**src/rtl/mrd_pkg.sv**
```systemverilog
// Shared types and constants of the Modbus RTU response deframer.
`timescale 1ns / 1ps
`default_nettype none

package mrd_pkg;

    // Register indexes on the configuration channel
    localparam logic [2:0] REG_SLAVE_ADDRESS       = 3'd0;
    localparam logic [2:0] REG_READ_FUNCTION_CODE  = 3'd1;
    localparam logic [2:0] REG_WRITE_FUNCTION_CODE = 3'd2;
    localparam logic [2:0] REG_EXPECTED_REGISTER   = 3'd3;

    // Result kinds
    localparam logic [1:0] KIND_READ_DATA = 2'd0;
    localparam logic [1:0] KIND_WRITE_ACK = 2'd1;
    localparam logic [1:0] KIND_WRITE_NAK = 2'd2;

    localparam logic [15:0] CRC_INIT = 16'hFFFF;
    localparam logic [15:0] CRC_POLY = 16'hA001;
    localparam int unsigned FRAME_OVERHEAD = 5;
    localparam int unsigned READ_STORE_BYTES = 6;
    localparam int unsigned WRITE_BODY_BYTES = 4;

    typedef struct packed {
        logic [7:0]  slave_address;
        logic [7:0]  read_function_code;
        logic [7:0]  write_function_code;
        logic [15:0] expected_register;
    } cfg_t;

    typedef struct packed {
        logic [1:0]  result_kind;
        logic [15:0] first_word;
        logic [15:0] second_word;
        logic [15:0] third_word;
        logic [15:0] echoed_register;
    } result_t;

endpackage

`default_nettype wire

```
**src/rtl/mrd_crc16.sv**
```systemverilog
// Byte-wide CRC-16/Modbus update, eight reflected shift steps unrolled.
`timescale 1ns / 1ps
`default_nettype none

module mrd_crc16
(
    input  wire logic [15:0] crc_in,
    input  wire logic [7:0]  data,
    output logic      [15:0] crc_out
);
    import mrd_pkg::*;

    always_comb
    begin
        logic [15:0] c;
        c = crc_in ^ {8'h00, data};
        for (int k = 0; k < 8; k++)
        begin
            if (c[0])
            begin
                c = (c >> 1) ^ CRC_POLY;
            end
            else
            begin
                c = c >> 1;
            end
        end
        crc_out = c;
    end

endmodule

`default_nettype wire

```
**src/rtl/mrd_parser.sv**
```systemverilog
// Frame hunting state machine, running CRC and field capture.
`timescale 1ns / 1ps
`default_nettype none

module mrd_parser
#(
    parameter int unsigned MAX_FRAME_BYTES = 64
)
(
    input  wire logic            clk,
    input  wire logic            rst_n,
    input  wire mrd_pkg::cfg_t   cfg,
    input  wire logic            step,
    input  wire logic [7:0]      rx_byte,
    output logic                 res_valid,
    output mrd_pkg::result_t     res
);
    import mrd_pkg::*;

    localparam logic [9:0] MAX_BYTES = 10'(MAX_FRAME_BYTES);
    localparam logic [9:0] OVERHEAD  = 10'(FRAME_OVERHEAD);
    localparam logic [7:0] STORE_LIM = 8'(READ_STORE_BYTES);
    localparam logic [7:0] BODY_LIM  = 8'(WRITE_BODY_BYTES);

    typedef enum logic [2:0] {
        PH_ADDR  = 3'd0,
        PH_FUNC  = 3'd1,
        PH_COUNT = 3'd2,
        PH_DATA  = 3'd3,
        PH_BODY  = 3'd4,
        PH_CRCLO = 3'd5,
        PH_CRCHI = 3'd6
    } phase_t;

    phase_t      phase_reg, phase_next;
    logic [15:0] crc_reg, crc_next;
    logic [7:0]  pos_reg, pos_next;
    logic [7:0]  count_reg, count_next;
    logic        is_write_reg, is_write_next;
    logic [15:0] word0_reg, word0_next;
    logic [15:0] word1_reg, word1_next;
    logic [15:0] word2_reg, word2_next;
    logic [15:0] wreg_reg, wreg_next;
    logic [15:0] wval_reg, wval_next;
    logic [7:0]  crc_lo_reg, crc_lo_next;

    logic [15:0] crc_src;
    logic [15:0] crc_upd;
    logic        func_known;
    logic        is_addr;
    logic [7:0]  pos_inc;
    logic [15:0] rx_crc;

    assign func_known = (rx_byte == cfg.read_function_code) ||
                        (rx_byte == cfg.write_function_code);
    assign is_addr    = (rx_byte == cfg.slave_address);
    assign pos_inc    = pos_reg + 8'd1;
    assign rx_crc     = {rx_byte, crc_lo_reg};

    // Continue the running CRC inside a frame, restart it on an address byte
    always_comb
    begin
        if ((phase_reg == PH_COUNT) || (phase_reg == PH_DATA) || (phase_reg == PH_BODY) ||
            ((phase_reg == PH_FUNC) && func_known))
        begin
            crc_src = crc_reg;
        end
        else
        begin
            crc_src = CRC_INIT;
        end
    end

    mrd_crc16 u_crc
    (
        .crc_in  (crc_src),
        .data    (rx_byte),
        .crc_out (crc_upd)
    );

    always_comb
    begin
        phase_next    = phase_reg;
        crc_next      = crc_reg;
        pos_next      = pos_reg;
        count_next    = count_reg;
        is_write_next = is_write_reg;
        word0_next    = word0_reg;
        word1_next    = word1_reg;
        word2_next    = word2_reg;
        wreg_next     = wreg_reg;
        wval_next     = wval_reg;
        crc_lo_next   = crc_lo_reg;
        res_valid     = 1'b0;
        res           = '0;

        if (step)
        begin
            unique case (phase_reg)
                PH_FUNC:
                begin
                    if (rx_byte == cfg.read_function_code)
                    begin
                        crc_next      = crc_upd;
                        is_write_next = 1'b0;
                        phase_next    = PH_COUNT;
                    end
                    else if (rx_byte == cfg.write_function_code)
                    begin
                        crc_next      = crc_upd;
                        is_write_next = 1'b1;
                        pos_next      = 8'd0;
                        phase_next    = PH_BODY;
                    end
                    else if (is_addr)
                    begin
                        // Unknown function: recheck this byte as a fresh address
                        crc_next      = crc_upd;
                        pos_next      = 8'd0;
                        count_next    = 8'd0;
                        is_write_next = 1'b0;
                        word0_next    = '0;
                        word1_next    = '0;
                        word2_next    = '0;
                        wreg_next     = '0;
                        wval_next     = '0;
                        phase_next    = PH_FUNC;
                    end
                    else
                    begin
                        phase_next = PH_ADDR;
                    end
                end
                PH_COUNT:
                begin
                    if (({2'b00, rx_byte} + OVERHEAD) > MAX_BYTES)
                    begin
                        phase_next = PH_ADDR;
                    end
                    else
                    begin
                        crc_next   = crc_upd;
                        count_next = rx_byte;
                        pos_next   = 8'd0;
                        phase_next = (rx_byte == 8'd0) ? PH_CRCLO : PH_DATA;
                    end
                end
                PH_DATA:
                begin
                    crc_next = crc_upd;
                    if (pos_reg < STORE_LIM)
                    begin
                        unique case (pos_reg[2:0])
                            3'd0:    word0_next = {rx_byte, word0_reg[7:0]};
                            3'd1:    word0_next = {word0_reg[15:8], rx_byte};
                            3'd2:    word1_next = {rx_byte, word1_reg[7:0]};
                            3'd3:    word1_next = {word1_reg[15:8], rx_byte};
                            3'd4:    word2_next = {rx_byte, word2_reg[7:0]};
                            3'd5:    word2_next = {word2_reg[15:8], rx_byte};
                            default: word2_next = word2_reg;
                        endcase
                    end
                    pos_next = pos_inc;
                    if (pos_inc >= count_reg)
                    begin
                        phase_next = PH_CRCLO;
                    end
                end
                PH_BODY:
                begin
                    crc_next = crc_upd;
                    unique case (pos_reg[1:0])
                        2'd0:    wreg_next = {rx_byte, wreg_reg[7:0]};
                        2'd1:    wreg_next = {wreg_reg[15:8], rx_byte};
                        2'd2:    wval_next = {rx_byte, wval_reg[7:0]};
                        default: wval_next = {wval_reg[15:8], rx_byte};
                    endcase
                    pos_next = pos_inc;
                    if (pos_inc >= BODY_LIM)
                    begin
                        phase_next = PH_CRCLO;
                    end
                end
                PH_CRCLO:
                begin
                    crc_lo_next = rx_byte;
                    phase_next  = PH_CRCHI;
                end
                PH_CRCHI:
                begin
                    phase_next = PH_ADDR;
                    if (rx_crc == crc_reg)
                    begin
                        res_valid = 1'b1;
                        if (is_write_reg)
                        begin
                            res.result_kind     = ((wreg_reg == cfg.expected_register) &&
                                                   (wval_reg != 16'd0)) ?
                                                  KIND_WRITE_ACK : KIND_WRITE_NAK;
                            res.echoed_register = wreg_reg;
                        end
                        else
                        begin
                            res.result_kind = KIND_READ_DATA;
                            res.first_word  = word0_reg;
                            res.second_word = word1_reg;
                            res.third_word  = word2_reg;
                        end
                    end
                end
                default:
                begin
                    // Hunt for the address byte
                    if (is_addr)
                    begin
                        crc_next      = crc_upd;
                        pos_next      = 8'd0;
                        count_next    = 8'd0;
                        is_write_next = 1'b0;
                        word0_next    = '0;
                        word1_next    = '0;
                        word2_next    = '0;
                        wreg_next     = '0;
                        wval_next     = '0;
                        phase_next    = PH_FUNC;
                    end
                    else
                    begin
                        phase_next = PH_ADDR;
                    end
                end
            endcase
        end
    end

    always_ff @(posedge clk or negedge rst_n)
    begin
        if (!rst_n)
        begin
            phase_reg    <= PH_ADDR;
            crc_reg      <= CRC_INIT;
            pos_reg      <= '0;
            count_reg    <= '0;
            is_write_reg <= 1'b0;
            word0_reg    <= '0;
            word1_reg    <= '0;
            word2_reg    <= '0;
            wreg_reg     <= '0;
            wval_reg     <= '0;
            crc_lo_reg   <= '0;
        end
        else
        begin
            phase_reg    <= phase_next;
            crc_reg      <= crc_next;
            pos_reg      <= pos_next;
            count_reg    <= count_next;
            is_write_reg <= is_write_next;
            word0_reg    <= word0_next;
            word1_reg    <= word1_next;
            word2_reg    <= word2_next;
            wreg_reg     <= wreg_next;
            wval_reg     <= wval_next;
            crc_lo_reg   <= crc_lo_next;
        end
    end

    a_res_only_at_crc_high: assert property (@(posedge clk) disable iff (!rst_n)
        res_valid |-> (step && (phase_reg == PH_CRCHI)))
        else $error("result raised outside the CRC high byte");

    a_back_to_hunt: assert property (@(posedge clk) disable iff (!rst_n)
        (step && (phase_reg == PH_CRCHI)) |=> (phase_reg == PH_ADDR))
        else $error("frame end did not return to address hunt");

    a_read_result_clean: assert property (@(posedge clk) disable iff (!rst_n)
        (res_valid && (res.result_kind == KIND_READ_DATA)) |-> (res.echoed_register == 16'd0))
        else $error("read result carries an echoed register");

endmodule

`default_nettype wire

```
**src/rtl/mrd_out_reg.sv**
```systemverilog
// Result register that holds a finished word until the sink takes it.
`timescale 1ns / 1ps
`default_nettype none

module mrd_out_reg
(
    input  wire logic             clk,
    input  wire logic             rst_n,
    input  wire logic             load,
    input  wire mrd_pkg::result_t res,
    output logic                  full,
    input  wire logic             take,
    output mrd_pkg::result_t      res_out
);
    import mrd_pkg::*;

    logic    full_reg, full_next;
    result_t data_reg;

    always_comb
    begin
        if (load)
        begin
            full_next = 1'b1;
        end
        else if (take)
        begin
            full_next = 1'b0;
        end
        else
        begin
            full_next = full_reg;
        end
    end

    always_ff @(posedge clk or negedge rst_n)
    begin
        if (!rst_n)
        begin
            full_reg <= 1'b0;
        end
        else
        begin
            full_reg <= full_next;
        end
    end

    always_ff @(posedge clk)
    begin
        if (load)
        begin
            data_reg <= res;
        end
    end

    assign full    = full_reg;
    assign res_out = data_reg;

    a_no_overwrite: assert property (@(posedge clk) disable iff (!rst_n)
        !(load && full_reg && !take))
        else $error("held result overwritten before it was taken");

endmodule

`default_nettype wire

```
**src/rtl/modbus_rtu_response_deframer.sv**
```systemverilog
// Top level: Modbus RTU response deframer with CRC-16/Modbus check.
// A result word appears on m_tvalid in the cycle after its CRC high byte is taken.
// Throughput: one received byte per cycle while the result register is empty or draining.
// s_tready drops only while a result waits and m_tready is low.
// Reset (rst_n low, asynchronous) restores register defaults and the address hunt.
`timescale 1ns / 1ps
`default_nettype none

module modbus_rtu_response_deframer
#(
    parameter int unsigned MAX_FRAME_BYTES = 64
)
(
    input  wire logic        clk,
    input  wire logic        rst_n,
    // configuration write channel
    input  wire logic        cfg_valid,
    output logic             cfg_ready,
    input  wire logic [2:0]  cfg_index,
    input  wire logic [15:0] cfg_data,
    // received bytes
    input  wire logic        s_tvalid,
    output logic             s_tready,
    input  wire logic [7:0]  s_tdata,   // [7:0] rx_byte
    // results
    output logic             m_tvalid,
    input  wire logic        m_tready,
    output logic [63:0]      m_tdata,   // [15:0] first_word, [31:16] second_word,
                                        // [47:32] third_word, [63:48] echoed_register
    output logic [1:0]       m_tuser    // [1:0] result_kind
);
    import mrd_pkg::*;

    cfg_t    cfg_reg, cfg_next;
    logic    step;
    logic    res_valid;
    result_t res;
    result_t res_held;
    logic    full;

    assign cfg_ready = 1'b1;

    always_comb
    begin
        cfg_next = cfg_reg;
        if (cfg_valid)
        begin
            unique case (cfg_index)
                REG_SLAVE_ADDRESS:       cfg_next.slave_address       = cfg_data[7:0];
                REG_READ_FUNCTION_CODE:  cfg_next.read_function_code  = cfg_data[7:0];
                REG_WRITE_FUNCTION_CODE: cfg_next.write_function_code = cfg_data[7:0];
                REG_EXPECTED_REGISTER:   cfg_next.expected_register   = cfg_data;
                default:                 cfg_next = cfg_reg;
            endcase
        end
    end

    always_ff @(posedge clk or negedge rst_n)
    begin
        if (!rst_n)
        begin
            cfg_reg.slave_address       <= 8'd1;
            cfg_reg.read_function_code  <= 8'd3;
            cfg_reg.write_function_code <= 8'd6;
            cfg_reg.expected_register   <= 16'd0;
        end
        else
        begin
            cfg_reg <= cfg_next;
        end
    end

    assign s_tready = !full || m_tready;
    assign step     = s_tvalid && s_tready;

    mrd_parser #(
        .MAX_FRAME_BYTES (MAX_FRAME_BYTES)
    ) u_parser
    (
        .clk       (clk),
        .rst_n     (rst_n),
        .cfg       (cfg_reg),
        .step      (step),
        .rx_byte   (s_tdata),
        .res_valid (res_valid),
        .res       (res)
    );

    mrd_out_reg u_out
    (
        .clk     (clk),
        .rst_n   (rst_n),
        .load    (res_valid),
        .res     (res),
        .full    (full),
        .take    (m_tready),
        .res_out (res_held)
    );

    assign m_tvalid = full;
    assign m_tdata  = {res_held.echoed_register, res_held.third_word,
                       res_held.second_word, res_held.first_word};
    assign m_tuser  = res_held.result_kind;

endmodule

`default_nettype wire

```
**config.mk**
```make
export PLATFORM = sky130hd
export DESIGN_NAME = modbus_rtu_response_deframer
export DESIGN_NICKNAME = d
export VERILOG_FILES = /design/src/rtl/mrd_pkg.sv /design/src/rtl/mrd_crc16.sv /design/src/rtl/mrd_parser.sv /design/src/rtl/mrd_out_reg.sv /design/src/rtl/modbus_rtu_response_deframer.sv
export SDC_FILE = /design/constraint.sdc
export NUM_CORES = 1
export LEC_CHECK = 0
export BUFFER_PORTS_ARGS = -buffer_cell sky130_fd_sc_hd__clkbuf_2
export CAP_MARGIN = 20
export CORE_ASPECT_RATIO = 0.8
export CORE_MARGIN = 8
export CORE_UTILIZATION = 45
export DETAILED_ROUTE_END_ITERATION = 10
export PLACE_DENSITY = 0.68
export SYNTH_ARGS = -nofsm -noshare
export SYNTH_HDL_FRONTEND = slang
export SYNTH_SLANG_ARGS = --single-unit
```
**constraint.sdc**
```tcl
create_clock -name clk -period 4.2 [get_ports clk]
set_clock_uncertainty 0.15 [all_clocks]
set_input_delay 0 -clock clk [delete_from_list [all_inputs] [get_ports clk]]
set_output_delay 0 -clock clk [all_outputs]
set_load 0.03 [all_outputs]
```
==> flow_summary.yaml <==
setup_path:
  critPathTopFamily: "simple AND/OR/NAND/NOR gates"
  cp_data_required_time_ps: 4400
  crit_path_end_kind: "flop"
  r2r-end: "u_parser.word2_reg[3]"
  cp_max_fo: 18
  crit_path_start_kind: "flop"
  critical_path_class: "flop to flop"
  cp_slowest_cell: "a21oi_1"
  critPathBufInv: 0
  critical_path.cell_chain: "nor2b_1 > nand2_1 > nor2_1 > nand3_1 > a21oi_1 > o21ai_0"
  regToRegSetupSlack_ps: 860
  rr_worst_depth: 6
  r2r_start: "u_parser.phase_reg[1]"
  slowest_delay_ps: 820
  arrival_ps: 3540
synth:
  synth_area_per_cell_sq_um: 11.21
  synth_fa_ha_area_frac: 0.01496
  yosysSeqAreaShare: 0.5644
  ys_async_sr_fraction: 0.7143
  ys.flop_type: "dfrtp_1"
  netlist_instances: 970
  synthXorXnorAreaFrac: 0.07675
  synth_compound_area_frac: 0.09551
  synth_fp_nets: 1015
  synth_area_sq_um: 10870
  yosys_warnings: 0
  synth-simple-area-share: 0.1334
  synth_top_family_by_area: "simple AND/OR/NAND/NOR gates"
  synth_edf_count: 66
  ys_ff_latch: 231
  synth.distinct_cells: 63
  muxShareOfSynthArea: 0.06444
routing:
  antenna_left: 0
  drtIter0Drc: 609
  num_vias: 7603
  wl_microns: 25300
  remaining_drc_errors: 0
  wl_per_cell_microns: 17.87
  vias_per_cell: 5.369
  first_pass_iters: 5
timing:
  finalHoldViolCount: 2
  slew_violations: 0
  worstMarginPinSlew_ps: 1010
  fin_setup_tns_ps: 0
  min_period_ps: 3338
  clock.fmax_ghz: 0.2995
  final.period_utilization: 0.7949
  layout_setup_ws_ps: 861.6
  whs_ps: -6.547
  rsz0062_at_grt: "false"
  finalSetupViolCount: 0
  slew_headroom: 0.3267
power_and_ir_drop:
  leakagePower_nw: 5.610
  peakVddDrop_v: 0.0003081
  power.density_nw_per_um2: 609.6
status:
  violations: "negative hold slack"
  status: "complete, but fails checks"
final_layout:
  area_delta_synth_final_pct: 17.28
  seqCellArea_sq_um: 6138
  n_antenna_cell: 0
  n_fill_cell: 2074
  largest_register_ffs: 66
  drive_gt1_frac: 0.2149
  nets: 1125
  multi_input_area_sq_um: 4195
  finish.utilization: 0.5301
clock_tree:
  cts_root_buf: "clkbuf_16"
  clock_sinks: 231
  clk_path_buf_depth: 3
  clk_pin_slew_ps: 60
  cts_buffers: 24
  htreeDepth: 1
  clk_latency_ps: 520
  cts_tree: "yes"
floorplanning:
  core_area_sq_um: 24060
  die_y_microns: 155.0
  die_w_microns: 189.8
  initial_utilization: 0.4520
  io_pins: 101
  num_rows: 51
  die-area_sq_um: 29420
placed_design:
  io_buffers: 99
  hpwl_microns: 16540
  pre_cts_ws_ps: 922.9
  gp_congestion: 0.8810
global_route:
  grt_pass1_vias: 7392
  overflow: 0
  grt_use_met1: 0.2451
  grt.busiest_layer: "met2"
  grt_usage: 0.1705
  grt_max_degree: 102
  antenna_found_initial: 0
  grtUsageMet2: 0.2621
  grt_pass1_wl_microns: 40980
  grt_use_met3: 0.03132
worst_hold_path:
  worstHoldPathType: "primary input to async pin"
run:
  timing.max_cap.violations: 0
kinds of logic (layout without fill, tap and decap cells):
logic type	count (synthesis)	count (layout)
buffers and inverters	135	263
muxes	64	64
adders and majority gates	13	13
xor gates and xnor gates	92	92
other	1	1
and+or+nand+nor	276	276
AOI/OAI and AO/OA	158	158
DFF	231	231
cell type report:
cell class	instances	share of cell area
multi-input combinational	604	0.3290
clock buffer	34	0.05485
clock inverter	10	0.009027
sequential	231	0.4814
inverter	77	0.02266
tap	318	0.03120
timing repair buffer	142	0.07192
synth_stat cells (6+ instances only):
master	count	area share
and3_1	22	0.013
xor2_1	56	0.045
edfxtp_1	66	0.18
a22o_1	31	0.025
mux2_2	48	0.050
o21ai_0	68	0.031
dfrtp_1	144	0.33
buf_2	7	0.0032
inv_1	75	0.026
a21oi_1	20	0.0092
clkbuf_1	40	0.014
nor3_1	56	0.026
nor2_1	34	0.012
mux2i_1	16	0.015
dfstp_2	21	0.051
nand2_1	42	0.014
ha_1	13	0.015
and2_1	8	0.0046
nand2b_1	8	0.0046
xnor2_1	33	0.027
o22a_1	6	0.0048
nand3_1	56	0.026
nor4_1	17	0.0098
o21ai_1	7	0.0032
worst max path at each step:
stage | cells after the start | startpoint | slack [ps] | to
after global placement | 7 | u_parser.phase_reg[1] | 1010 | u_parser.word0_reg[0]
final | 6 | u_parser.phase_reg[1] | 860 | u_parser.word2_reg[3]
after floorplan | 7 | u_out.full | 790 | u_out.res_out[64]
after CTS | 7 | u_parser.phase_reg[1] | 900 | u_parser.word2_reg[4]
after detailed placement | 7 | u_parser.phase_reg[1] | 920 | u_parser.word2_reg[6]
after global routing | 7 | u_parser.phase_reg[1] | 490 | u_parser.word2_reg[6]
metal layers:
| layer | share of wire | vias to the layer above |
|---|---|---|
| met5 | 0 | - |
| met4 | 0.023 | 0 |
| met3 | 0.055 | 45 |
| met2 | 0.45 | 203 |
| met1 | 0.47 | 3724 |
| li1 | - | 3631 |
cell usage in the layout (no fill, tap or decap), drive strengths merged, types with 3 or more instances in the layout:
cell / instances
a21oi: 21
buf: 12
nand2: 44
nand4: 5
or3: 5
nand3: 56
mux2: 48
xor2: 56
dfrtp: 144
nor3b: 3
a221oi: 3
o22a: 6
dlygate4sd3: 32
nor4: 17
nand2b: 8
ha: 13
inv: 78
and3: 22
and2: 8
nand4b: 3
xnor2: 35
nor2b: 5
clkinv: 6
a22o: 31
clkbuf: 132
dfstp: 21
edfxtp: 66
nor3: 57
a211oi: 3
mux2i: 16
nor2: 35
a31oi: 3
o21ai: 75
through the flow:
| stage | cell area [sq um] | hold slack, ps | instances | power (mW) |
|---|---|---|---|---|
| floorplan | 10870 | -445.6 | 970 | 5.071 |
| global placement | 11620 | 35.50 | 1340 | 5.534 |
| detailed placement | 11620 | 31.42 | 1340 | 5.606 |
| CTS | 12750 | 25.62 | 1416 | 7.814 |
| global route | 12750 | 50.61 | 1416 | 8.240 |
| finish | 12750 | -6.547 | 1416 | 7.774 |
what timing repair did:
item                                    4_1_cts  5_1_grt
hold buffers                                 32        0
endpoints found under the setup margin        0        0
endpoints found under the hold margin       168        0
gates resized for setup                       0        0
setup buffers                                 0        0
power breakdown:
part	leakage [nW]	switching (mW)	internal [mW]
combinational	2.42	1.17	1.05
clock	0.402	0.878	1.29
sequential	2.79	0.452	2.94
total	5.61	2.50	5.27
No activity file was read; power rests on OpenSTA's default activity.
